**src/rtl/core/spiral_order_matrix_scan_defines.svh**
```systemverilog
// Assertion macros used by the spiral scan walker RTL.
`ifndef SPIRAL_ORDER_MATRIX_SCAN_DEFINES_SVH
`define SPIRAL_ORDER_MATRIX_SCAN_DEFINES_SVH

// Plain property checked on every rising clock edge outside reset.
`define SOMS_ASSERT(lbl, prop, msg) \
  lbl: assert property (@(posedge clk) disable iff (rst) (prop)) else $error(msg);

// Same-cycle implication.
`define SOMS_ASSERT_IMP(lbl, ante, cons, msg) \
  lbl: assert property (@(posedge clk) disable iff (rst) (ante) |-> (cons)) else $error(msg);

// Next-cycle implication.
`define SOMS_ASSERT_NXT(lbl, ante, cons, msg) \
  lbl: assert property (@(posedge clk) disable iff (rst) (ante) |=> (cons)) else $error(msg);

`endif

```
**src/rtl/core/soms_pkg.sv**
```systemverilog
// Types, constants and helpers shared by the spiral scan modules.
package soms_pkg;

  localparam int ELEM_W    = 32;
  localparam int CNT_W     = 4;
  localparam int POS_W     = 3;
  localparam int TOT_W     = 7;
  localparam int CFG_IDX_W = 1;

  // Configuration register indexes
  localparam logic [CFG_IDX_W-1:0] CFG_ROWS = 1'b0;
  localparam logic [CFG_IDX_W-1:0] CFG_COLS = 1'b1;

  typedef enum logic [1:0] {
    HEAD_RIGHT,
    HEAD_DOWN,
    HEAD_LEFT,
    HEAD_UP
  } heading_t;

  typedef enum logic {
    ST_IDLE,
    ST_RUN
  } back_state_t;

  // One loaded matrix waiting for emission
  typedef struct packed {
    logic             bank;
    logic [CNT_W-1:0] rows;
    logic [CNT_W-1:0] cols;
    logic [TOT_W-1:0] total;
  } job_t;

  // Buffer handed back to the loader
  typedef struct packed {
    logic valid;
    logic bank;
  } release_t;

  // Zero counts as one, anything above the limit saturates
  function automatic logic [CNT_W-1:0] clamp_count(input logic [CNT_W-1:0] v,
                                                   input logic [CNT_W-1:0] maxv);
    logic [CNT_W-1:0] r;
    r = v;
    if (v == '0) r = CNT_W'(1);
    else if (v > maxv) r = maxv;
    return r;
  endfunction

endpackage

```
**src/rtl/core/soms_front.sv**
```systemverilog
// Loader: takes elements, fills a matrix buffer and posts finished matrices.
module soms_front import soms_pkg::*; #(
  parameter int MAX_ROWS = 8,
  parameter int MAX_COLS = 8,
  parameter int AW       = 6
) (
  input  logic                     clk,
  input  logic                     rst,
  input  logic [CNT_W-1:0]         row_count,
  input  logic [CNT_W-1:0]         column_count,
  input  logic                     in_valid,
  output logic                     in_stall,
  input  logic signed [ELEM_W-1:0] element_value,
  output logic                     wr_en,
  output logic [AW:0]              wr_addr,
  output logic [ELEM_W-1:0]        wr_data,
  output logic                     job_push,
  output job_t                     job,
  input  release_t                 rel
);

  logic [TOT_W-1:0]   loaded, loaded_next, loaded_inc;
  logic               wr_bank, wr_bank_next;
  logic [1:0]         bank_busy, bank_busy_next;
  logic [CNT_W-1:0]   rows, cols;
  logic [2*CNT_W-1:0] total_full;
  logic [TOT_W-1:0]   total;
  logic               accept, matrix_done;

  // Sizes as seen by this element
  assign rows       = clamp_count(row_count, CNT_W'(MAX_ROWS));
  assign cols       = clamp_count(column_count, CNT_W'(MAX_COLS));
  assign total_full = rows * cols;
  assign total      = total_full[TOT_W-1:0];

  // Hold off while the fill buffer still awaits emission
  assign in_stall    = bank_busy[wr_bank];
  assign accept      = in_valid && !in_stall;
  assign loaded_inc  = loaded + TOT_W'(1);
  assign matrix_done = accept && (loaded_inc >= total);

  assign wr_en   = accept;
  assign wr_addr = {wr_bank, loaded[AW-1:0]};
  assign wr_data = element_value;

  assign job_push = matrix_done;
  assign job      = '{bank: wr_bank, rows: rows, cols: cols, total: total};

  // Fill count, buffer select and ownership
  always_comb begin
    loaded_next    = loaded;
    wr_bank_next   = wr_bank;
    bank_busy_next = bank_busy;
    if (rel.valid) bank_busy_next[rel.bank] = 1'b0;
    if (matrix_done) begin
      bank_busy_next[wr_bank] = 1'b1;
      wr_bank_next            = ~wr_bank;
      loaded_next             = '0;
    end else if (accept) begin
      loaded_next = loaded_inc;
    end
  end

  always_ff @(posedge clk) begin
    if (rst) begin
      loaded    <= '0;
      wr_bank   <= 1'b0;
      bank_busy <= '0;
    end else begin
      loaded    <= loaded_next;
      wr_bank   <= wr_bank_next;
      bank_busy <= bank_busy_next;
    end
  end

endmodule

```
**src/rtl/core/soms_queue.sv**
```systemverilog
// Two-entry queue of loaded matrices between loader and walker.
module soms_queue import soms_pkg::*; (
  input  logic clk,
  input  logic rst,
  input  logic push,
  input  job_t push_job,
  input  logic pop,
  output logic avail,
  output job_t head
);

  job_t       slot [2];
  logic       wptr, rptr;
  logic [1:0] fill;

  assign avail = (fill != 2'd0);
  assign head  = slot[rptr];

  // Entry storage
  always_ff @(posedge clk) begin
    if (push) slot[wptr] <= push_job;
  end

  // Pointers and occupancy
  always_ff @(posedge clk) begin
    if (rst) begin
      wptr <= 1'b0;
      rptr <= 1'b0;
      fill <= 2'd0;
    end else begin
      if (push) wptr <= ~wptr;
      if (pop)  rptr <= ~rptr;
      case ({push, pop})
        2'b10:   fill <= fill + 2'd1;
        2'b01:   fill <= fill - 2'd1;
        default: fill <= fill;
      endcase
    end
  end

endmodule

```
**src/rtl/core/soms_back.sv**
```systemverilog
// Walker: holds the element buffers and emits each matrix in spiral order.
`include "spiral_order_matrix_scan_defines.svh"
module soms_back import soms_pkg::*; #(
  parameter int AW = 6
) (
  input  logic                     clk,
  input  logic                     rst,
  input  logic                     wr_en,
  input  logic [AW:0]              wr_addr,
  input  logic [ELEM_W-1:0]        wr_data,
  input  logic                     job_avail,
  input  job_t                     job,
  output logic                     job_pop,
  output release_t                 rel,
  output logic                     out_valid,
  input  logic                     out_stall,
  output logic signed [ELEM_W-1:0] out_value,
  output logic [POS_W-1:0]         out_row,
  output logic [POS_W-1:0]         out_col,
  output logic                     last_of_run
);

  localparam int MEM_DEPTH = 2 ** (AW + 1);

  logic [ELEM_W-1:0] mem [MEM_DEPTH];
  logic [ELEM_W-1:0] rd_data;
  logic [AW:0]       rd_addr;

  back_state_t      state, state_next;
  job_t             cur, cur_next;
  heading_t         heading, heading_next;
  logic [POS_W-1:0] row, row_next, col, col_next;
  logic [POS_W-1:0] top, top_next, bot, bot_next;
  logic [POS_W-1:0] lft, lft_next, rgt, rgt_next;
  logic [TOT_W-1:0] emit_cnt, emit_cnt_next;

  heading_t         step_head;
  logic [POS_W-1:0] step_row, step_col, step_top, step_bot, step_lft, step_rgt;

  logic [POS_W-1:0] rd_row, rd_col;
  logic [CNT_W-1:0] rd_cols;
  logic             rd_bank;
  logic [TOT_W-1:0] lin;
  logic [CNT_W-1:0] rows_m1, cols_m1;
  logic             fire, is_last;

  // Element buffers: one write port from the loader, one registered read
  always_ff @(posedge clk) begin
    if (wr_en) mem[wr_addr] <= wr_data;
    rd_data <= mem[rd_addr];
  end

  assign out_valid   = (state == ST_RUN);
  assign fire        = out_valid && !out_stall;
  assign is_last     = (emit_cnt == cur.total - TOT_W'(1));
  assign out_value   = $signed(rd_data);
  assign out_row     = row;
  assign out_col     = col;
  assign last_of_run = is_last;

  assign rows_m1 = job.rows - CNT_W'(1);
  assign cols_m1 = job.cols - CNT_W'(1);

  // One spiral step: advance, or turn clockwise and pull in the passed edge
  always_comb begin
    step_head = heading;
    step_row  = row;
    step_col  = col;
    step_top  = top;
    step_bot  = bot;
    step_lft  = lft;
    step_rgt  = rgt;
    case (heading)
      HEAD_RIGHT: begin
        if (col != rgt) step_col = col + POS_W'(1);
        else begin
          step_head = HEAD_DOWN;
          step_top  = top + POS_W'(1);
          step_row  = row + POS_W'(1);
        end
      end
      HEAD_DOWN: begin
        if (row != bot) step_row = row + POS_W'(1);
        else begin
          step_head = HEAD_LEFT;
          step_rgt  = rgt - POS_W'(1);
          step_col  = col - POS_W'(1);
        end
      end
      HEAD_LEFT: begin
        if (col != lft) step_col = col - POS_W'(1);
        else begin
          step_head = HEAD_UP;
          step_bot  = bot - POS_W'(1);
          step_row  = row - POS_W'(1);
        end
      end
      HEAD_UP: begin
        if (row != top) step_row = row - POS_W'(1);
        else begin
          step_head = HEAD_RIGHT;
          step_lft  = lft + POS_W'(1);
          step_col  = col + POS_W'(1);
        end
      end
      default: step_head = HEAD_RIGHT;
    endcase
  end

  // Sequencer: start a matrix, then one element per transaction
  always_comb begin
    state_next    = state;
    cur_next      = cur;
    heading_next  = heading;
    row_next      = row;
    col_next      = col;
    top_next      = top;
    bot_next      = bot;
    lft_next      = lft;
    rgt_next      = rgt;
    emit_cnt_next = emit_cnt;
    job_pop       = 1'b0;
    rel           = '0;
    rd_row        = row;
    rd_col        = col;
    rd_cols       = cur.cols;
    rd_bank       = cur.bank;
    case (state)
      ST_IDLE: begin
        if (job_avail) begin
          job_pop       = 1'b1;
          cur_next      = job;
          heading_next  = HEAD_RIGHT;
          row_next      = '0;
          col_next      = '0;
          top_next      = '0;
          lft_next      = '0;
          bot_next      = rows_m1[POS_W-1:0];
          rgt_next      = cols_m1[POS_W-1:0];
          emit_cnt_next = '0;
          rd_row        = '0;
          rd_col        = '0;
          rd_cols       = job.cols;
          rd_bank       = job.bank;
          state_next    = ST_RUN;
        end
      end
      ST_RUN: begin
        if (fire) begin
          if (is_last) begin
            rel.valid  = 1'b1;
            rel.bank   = cur.bank;
            state_next = ST_IDLE;
          end else begin
            heading_next  = step_head;
            row_next      = step_row;
            col_next      = step_col;
            top_next      = step_top;
            bot_next      = step_bot;
            lft_next      = step_lft;
            rgt_next      = step_rgt;
            emit_cnt_next = emit_cnt + TOT_W'(1);
            rd_row        = step_row;
            rd_col        = step_col;
          end
        end
      end
      default: state_next = ST_IDLE;
    endcase
  end

  // Row-major address of the cell the output register shows next
  assign lin     = TOT_W'(rd_row) * TOT_W'(rd_cols) + TOT_W'(rd_col);
  assign rd_addr = {rd_bank, lin[AW-1:0]};

  always_ff @(posedge clk) begin
    if (rst) begin
      state <= ST_IDLE;
    end else begin
      state <= state_next;
    end
  end

  always_ff @(posedge clk) begin
    cur      <= cur_next;
    heading  <= heading_next;
    row      <= row_next;
    col      <= col_next;
    top      <= top_next;
    bot      <= bot_next;
    lft      <= lft_next;
    rgt      <= rgt_next;
    emit_cnt <= emit_cnt_next;
  end

  `SOMS_ASSERT_IMP(a_pos_in_matrix, out_valid, ({1'b0, row} < cur.rows) && ({1'b0, col} < cur.cols), "spiral cursor left the matrix")
  `SOMS_ASSERT_IMP(a_count_in_range, out_valid, emit_cnt < cur.total, "emitted more elements than the matrix holds")
  `SOMS_ASSERT_NXT(a_last_ends_run, fire && is_last, !out_valid || ($past(job_avail) && $past(rel.valid)) == 1'b0, "transaction after final element without a new matrix start")

endmodule

```
**src/rtl/core/spiral_order_matrix_scan.sv**
```systemverilog
// Spiral scan top level: configuration registers, loader, queue and walker.
// Elements load in row-major order at one per cycle while in_stall is low
// into one of two matrix buffers (each MAX_ROWS x MAX_COLS words, rounded
// up to a power of two). Once row_count x column_count elements are in, the
// matrix is posted to a two-entry queue and the walker emits it in clockwise
// spiral order, one element per cycle while out_stall is low after a start
// step in the idle state, each with its row, column and a final-element flag.
// Loading of the next matrix overlaps emission of the previous one; the
// input stalls only while both buffers hold matrices not yet fully emitted.
// Write the size registers only while no matrix is partly loaded; a matrix
// that is already loaded keeps the sizes it was loaded with.
module spiral_order_matrix_scan import soms_pkg::*; #(
  parameter int MAX_ROWS = 8,
  parameter int MAX_COLS = 8
) (
  input  logic                     clk,
  input  logic                     rst,
  input  logic                     cfg_write,
  input  logic [CFG_IDX_W-1:0]     cfg_index,
  input  logic [CNT_W-1:0]         cfg_data,
  input  logic                     in_valid,
  output logic                     in_stall,
  input  logic signed [ELEM_W-1:0] element_value,
  output logic                     out_valid,
  input  logic                     out_stall,
  output logic signed [ELEM_W-1:0] out_value,
  output logic [POS_W-1:0]         out_row,
  output logic [POS_W-1:0]         out_col,
  output logic                     last_of_run
);

  localparam int DEPTH = MAX_ROWS * MAX_COLS;
  localparam int AW    = (DEPTH > 1) ? $clog2(DEPTH) : 1;

  logic [CNT_W-1:0]  row_count, column_count;
  logic              wr_en;
  logic [AW:0]       wr_addr;
  logic [ELEM_W-1:0] wr_data;
  logic              job_push, job_pop, job_avail;
  job_t              push_job, head_job;
  release_t          rel;

  // Size registers
  always_ff @(posedge clk) begin
    if (rst) begin
      row_count    <= CNT_W'(8);
      column_count <= CNT_W'(8);
    end else if (cfg_write) begin
      case (cfg_index)
        CFG_ROWS: row_count    <= cfg_data;
        CFG_COLS: column_count <= cfg_data;
        default:  ;
      endcase
    end
  end

  soms_front #(
    .MAX_ROWS(MAX_ROWS),
    .MAX_COLS(MAX_COLS),
    .AW      (AW)
  ) u_front (
    .clk          (clk),
    .rst          (rst),
    .row_count    (row_count),
    .column_count (column_count),
    .in_valid     (in_valid),
    .in_stall     (in_stall),
    .element_value(element_value),
    .wr_en        (wr_en),
    .wr_addr      (wr_addr),
    .wr_data      (wr_data),
    .job_push     (job_push),
    .job          (push_job),
    .rel          (rel)
  );

  soms_queue u_queue (
    .clk     (clk),
    .rst     (rst),
    .push    (job_push),
    .push_job(push_job),
    .pop     (job_pop),
    .avail   (job_avail),
    .head    (head_job)
  );

  soms_back #(
    .AW(AW)
  ) u_back (
    .clk        (clk),
    .rst        (rst),
    .wr_en      (wr_en),
    .wr_addr    (wr_addr),
    .wr_data    (wr_data),
    .job_avail  (job_avail),
    .job        (head_job),
    .job_pop    (job_pop),
    .rel        (rel),
    .out_valid  (out_valid),
    .out_stall  (out_stall),
    .out_value  (out_value),
    .out_row    (out_row),
    .out_col    (out_col),
    .last_of_run(last_of_run)
  );

endmodule

```
**config.mk**
```make
export PLATFORM = sky130hd
export DESIGN_NAME = spiral_order_matrix_scan
export DESIGN_NICKNAME = d
export VERILOG_FILES = /design/src/rtl/core/soms_pkg.sv /design/src/rtl/core/soms_front.sv /design/src/rtl/core/soms_queue.sv /design/src/rtl/core/soms_back.sv /design/src/rtl/core/spiral_order_matrix_scan.sv
export VERILOG_INCLUDE_DIRS = /design/src /design/src/rtl/core
export SDC_FILE = /design/constraint.sdc
export NUM_CORES = 2
export LEC_CHECK = 0
export ABC_AREA = 1
export BUFFER_PORTS_ARGS = -buffer_cell sky130_fd_sc_hd__buf_2
export CAP_MARGIN = 20
export CORE_MARGIN = 4
export CORE_UTILIZATION = 38
export DETAILED_ROUTE_END_ITERATION = 7
export HOLD_SLACK_MARGIN = 0.06
export PLACE_DENSITY_LB_ADDON = 0.25
export SYNTH_ARGS = -nofsm -noshare
export SYNTH_HDL_FRONTEND = slang
export SYNTH_HIERARCHICAL = 1
export SYNTH_MEMORY_MAX_BITS = 65536
export SYNTH_SLANG_ARGS = --single-unit
```
**constraint.sdc**
```tcl
create_clock -name clk -period 10.15 [get_ports clk]
set_input_delay 2.03 -clock clk [delete_from_list [all_inputs] [get_ports clk]]
set_output_delay 2.03 -clock clk [all_outputs]
set_load 0.02 [all_outputs]
```
=== Yosys cells after proc, flatten, opt, wreduce, memory -nomap -nowiden ===
Memories as Yosys holds them, arrays and structs flattened. A register that Yosys moved wholly into a read port is not among the register bits.
Index checks and enable logic that the tools add are counted.

* Add/sub/neg operators: 16
* $mul: 2
* $lt $le $gt $ge: 7
* Equality and inequality tests: 25
* Multiplexer cells: 85
* Bitwise logic cells: 8
* Reductions and logical operators: 22

{| class="wikitable"
|+ Operator list
! kind !! number
|-
| 2-to-1 mux 3 bit || 33
|-
| case mux 3 bit (2 select lines) || 6
|-
| 2-to-1 mux 2 bit || 12
|-
| 2-to-1 mux 4 bit || 6
|-
| case mux 3 bit (4 select lines) || 2
|-
| inequality test 2 bit, second input constant || 11
|-
| 2-to-1 mux 7 bit || 3
|-
| AND reduction 5 bit || 4
|-
| subtractor 3 x 1 -> 3 bit, second input constant || 6
|-
| 2-to-1 mux 1 bit || 16
|-
| adder 7 x 1 -> 7 bit, second input constant || 2
|-
| case mux 7 bit (2 select lines) || 1
|-
| adder 3 x 1 -> 3 bit, second input constant || 4
|-
| inequality test 3 bit || 4
|-
| inequality test 3 bit, second input constant || 4
|-
| greater-than comparator 4 bit, second input constant || 2
|-
| zero test 4 bit || 2
|-
| case mux 2 bit (2 select lines) || 2
|-
| case mux 2 bit (4 select lines) || 1
|-
| equality test 7 bit || 1
|-
| greater-or-equal comparator 7 bit || 1
|-
| multiplier 4 x 4 -> 7 bit || 1
|-
| AND reduction 7 bit || 1
|-
| subtractor 7 x 1 -> 7 bit, second input constant || 1
|-
| 21 further kinds || 39
|}

* Register bits: 62
* Bits in writable memories: 4128
* Bits of input ports: 42
* Output and inout port bits: 41
* Memories: 2

{| class="wikitable"
|+ Memory list
! name !! words !! bits a word !! rd ports !! clocked after Yosys merged registers in !! wr ports !! line !! RTL
|-
| u_back.mem || 128 || 32 || 1 || 1 || 1 || soms_back.sv:25 || <nowiki>logic [ELEM_W-1:0] mem [MEM_DEPTH];</nowiki>
|-
| u_queue.slot || 2 || 16 || 1 || 1 || 1 || soms_queue.sv:12 || <nowiki>job_t slot [2];</nowiki>
|}

=== Longest topological paths before layout ===
* Word-level depth: 14
* Mapped depth: 34
* Depth with buffers taken out: 31

=== By module ===
The synthesis kept the hierarchy.

{| class="wikitable"
|+ By module, submodules not included
! module !! instances !! cells each !! area an instance (µm²) !! seq. area each (µm²)
|-
| soms_back || 1 || 12302 || 164413.9 || 124769.7
|-
| soms_front || 1 || 210 || 1470.2 || 200.2
|-
| soms_queue || 1 || 81 || 1430.1 || 1061.0
|-
| spiral_order_matrix_scan || 1 || 44 || 314.1 || 160.2
|}

=== Worst setup path after synthesis ===
Ideal clock, no wire load.

* Path type: input -> register
* Start point: input out_stall
* End point: register u_back.rd_data[11], in the netlist u_back/out_value[11], read port of u_back.mem
* Library setup time: 0.114 ns
* Data arrival time: 5.600 ns
* Required time: 10.036 ns
* Path slack: 4.436 ns
* Stages on the path: 21
* Path buffers: 5
* Cells stage by stage: nor2_1 > nand2_4 > inv_4 > nand2_1 > nand2_1 > nand2_1 > fa_1 > fa_1 > fa_1 > buf_2 > buf_2 > buf_2 > buf_2 > clkbuf_1 > o221ai_1 > o211ai_1 > nand3_1 > nand2_1 > nand2_1 > nand3_1 > nand2_1

* Longest elaborated chain between the ends: 6

{| class="wikitable"
|+ Ends and longest elaborated chain
! what !! line !! RTL
|-
| from (decl) || spiral_order_matrix_scan.sv:25 || <nowiki>input logic out_stall,</nowiki>
|-
| zero test 1 bit || soms_back.sv:54 || <nowiki>assign fire = out_valid && !out_stall;</nowiki>
|-
| logical AND 1 bit || soms_back.sv:54 ||
|-
| 2-to-1 mux 3 bit || soms_back.sv:149 || <nowiki>if (fire) begin</nowiki>
|-
| case mux 3 bit (2 select lines) || soms_back.sv:128 || <nowiki>case (state)</nowiki>
|-
| named net u_back.rd_row[0] || soms_back.sv:40 || <nowiki>logic [POS_W-1:0] rd_row, rd_col;</nowiki>
|-
| multiplier 3 x 4 -> 6 bit || soms_back.sv:173 || <nowiki>assign lin = TOT_W'(rd_row) * TOT_W'(rd_cols) + TOT_W'(rd_col);</nowiki>
|-
| adder 6 x 3 -> 6 bit || soms_back.sv:173 ||
|-
| to (decl) || soms_back.sv:26 || <nowiki>logic [ELEM_W-1:0] rd_data;</nowiki>
|}

The timed path passes the listed nets, and every way through them passes these cells.
A chain may end at the register's enable or synchronous reset.

=== Final worst setup path ===
* Start point: register u_back.col[2], in the netlist u_back/out_col[2]
* End point: register u_back.rd_data[6], in the netlist u_back/out_value[6], read port of u_back.mem

* Longest elaborated chain between the ends: 8

{| class="wikitable"
|+ Ends and longest elaborated chain
! what !! line !! RTL
|-
| from (decl) || soms_back.sv:32 || <nowiki>logic [POS_W-1:0] row, row_next, col, col_next;</nowiki>
|-
| from (signal assigned) || soms_back.sv:188 || <nowiki>col <= col_next;</nowiki>
|-
| inequality test 3 bit, on equally long branches || soms_back.sv:91, soms_back.sv:75 ||
|-
| 2-to-1 mux 3 bit, on equally long branches || soms_back.sv:91, soms_back.sv:75 ||
|-
| case mux 3 bit (4 select lines) * || soms_back.sv:73 || <nowiki>case (heading)</nowiki>
|-
| 2-to-1 mux 3 bit * || soms_back.sv:150 || <nowiki>if (is_last) begin</nowiki>
|-
| 2-to-1 mux 3 bit * || soms_back.sv:149 ||
|-
| case mux 3 bit (2 select lines) * || soms_back.sv:128 ||
|-
| named net u_back.rd_row[0] || soms_back.sv:40 ||
|-
| multiplier 3 x 4 -> 6 bit * || soms_back.sv:173 ||
|-
| adder 6 x 3 -> 6 bit * || soms_back.sv:173 ||
|}

Mark *: on every way through the listed nets, which the timed path passes. The rest lies on a longest branch.

==> flow_summary.toml <==
[run_status]
status = "finished, final reports clean"

[sta]
report.final.slew_viol_count = 0
layout_setup_ws_ns = 2.96
relSlewSlack = 0.251
hold_viol = 0
skew_ns = 0.0537
hold_ws_ns = 0.482
fin_crit_sh = 0.709
setup_violations = 0
fin_setup_tns_ns = 0
min_period_ns = 7.19
rsz0062_at_grt = "false"
fmax_ghz = 0.139
worst_slew_pin_slew_ns = 1.12

[worst_hold_path]
hp-class = "register to register"
min_from = "u_front/bank_busy[1]"

[cts]
cts_resized = 0
cts_setup_buffers = 0
cts_max_path_buffers = 4
cts_tree = "yes"
clk_latency_ns = 0.99
numCtsBuffers = 419
clock_sinks = 4221
cts_root_buf = "clkbuf_16"
cts_hold_buf = 0
clkTransAtPathRegs_ns = 0.06
cts_max_level = 5

[worst_setup_path]
required_ns = 11.03
startpoint_type = "register"
path_max_fanout = 59
startpoint = "u_back/out_col[2]"
r2r-start = "u_back/out_col[2]"
cp.arrival_ns = 8.07
worst_setup_path_end_kind = "register"
crit_type = "register to register"

[layout]
final_cells = 18700
drive_above_1_share = 0.0924
layout_commonest_cell = "edfxtp_1"
final_nets = 12600
area_growth_syn_to_layout_pct = 12.5
fillers = 39700
final_cell_mix = "edfxtp_1 (4159), o21ai_0 (2239), nor2_1 (2141)"

[power_and_ir_drop]
power_density_mw_per_mm2 = 357
vdd_drop_max_v = 0.000496
leakage_uw = 0.0604
totalPowerFinal_uw = 67200

[die]
io_pins = 83
die_h_um = 672
row_count = 243
start_util = 0.382
die_area_mm2 = 0.452
die-width_um = 672
coreArea_mm2 = 0.439

[route]
dr.first_iter.drc_count = 12600
drtPass1Iterations = 8
viasPerCell = 5.72
wl_per_cell_um = 27.1
drc_errors = 0
drt-total-wl_um = 508000
postRouteAntennaNets = 0
vias = 107000

[yosys]
syn_inst = 12600
synth_area_mm2 = 0.168
synth.avg_cell_area_um2 = 13.3
synth_warnings = 6
synthesis.nets = 12700

[global_routing]
grt_pass1_vias = 101000
grt_overflow = 0
antenna_found_initial = 17
grt_pass1_wl_um = 731000
grt_usage = 0.217
grt_max_degree = 185

[placement]
dp_slack_ns = 2.06
dp_hpwl_um = 269000
numPlacedInstances = 17900
place_congestion = 0.811
port-buffer-count = 82

[run]
maxCapViolations = 0
[worst paths after layout]
| kind | slack, ns | to | cells after the start |
|---|---|---|---|
| setup / recovery | 2.96 | u_back/out_value[6] | 27 |
| hold / removal | 0.48 | u_front/bank_busy[1] | 2 |
| setup reg to reg | 2.96 | u_back/out_value[6] | 27 |
| hold reg to reg | 0.48 | u_front/bank_busy[1] | 2 |
[state kept, by name, indices dropped and copies added, names as in the netlist, 3 cells and up, named ones only]
| register | flops |
|---|---|
| u_back/out_col | 3 |
| u_front/loaded | 7 |
| u_back/emit_cnt | 7 |
| u_back/lft | 3 |
| row_count | 4 |
| column_count | 4 |
| u_back/top | 3 |
| u_back/rgt | 3 |
| u_back/out_row | 3 |
| u_back/mem | 4096 |
| u_back/cur | 12 |
| u_back/bot | 3 |
| u_back/out_value | 32 |
| u_queue/slot | 30 |
[stage by stage]
stage	instance area, um^2	utilization
final	188000	0.430
after CTS	188000	0.430
after global routing	188000	0.430
after detailed placement	175000	0.399
after global placement	175000	0.399
after floorplan	168000	-
[routing by layer]
layer | up-vias | GRT usage | part of all wire
li1 | 47100 | - | -
met1 | 55100 | 0.310 | 0.43
met2 | 4394 | 0.347 | 0.47
met3 | 687 | 0.0286 | 0.076
met4 | 8 | 0.0633 | 0.031
met5 | - | 0 | 0.000098
[final cells by class]
type | count | area, um^2 | area share
antenna | 16 | 40.0 | 0.000212
timing repair buffer | 398 | 3430 | 0.0182
clock inverter | 233 | 2000 | 0.0106
sequential | 4221 | 126000 | 0.669
tap | 5880 | 7360 | 0.0390
multi-input combinational | 7228 | 37300 | 0.198
inverter | 221 | 873 | 0.00463
clock buffer | 545 | 11300 | 0.0600
[power breakdown]
part	switching [uW]	internal (uW)	total [uW]
sequential	171	19400	19600
clock	6630	8600	15200
combinational	23700	8690	32400
total	30500	36700	67200
[worst max-delay path, cell delays in order (launching register included)]
cell and delay [ns]:
dfxtp_1 0.60, inv_1 0.19, nand2_1 0.10, nand2_1 0.08, nand3_1 0.14, nand2_1 0.12, inv_1 0.10, o21ai_0 0.08
o211ai_1 0.11, nand2_1 0.06, o21ai_0 0.10, nand2_1 0.09, nand2_1 0.10, nand2_1 0.08, fa_1 0.57, fa_1 0.46
fa_4 0.47, xnor2_2 0.17, buf_12 0.21, inv_8 0.58, buf_4 0.62, buf_4 0.47, o211ai_1 0.15, nand3_1 0.25
nand2_1 0.10, nand2_1 0.12, nand3_1 0.46, nand2_1 0.28
Note: power is estimated with default switching activity, not from simulation.
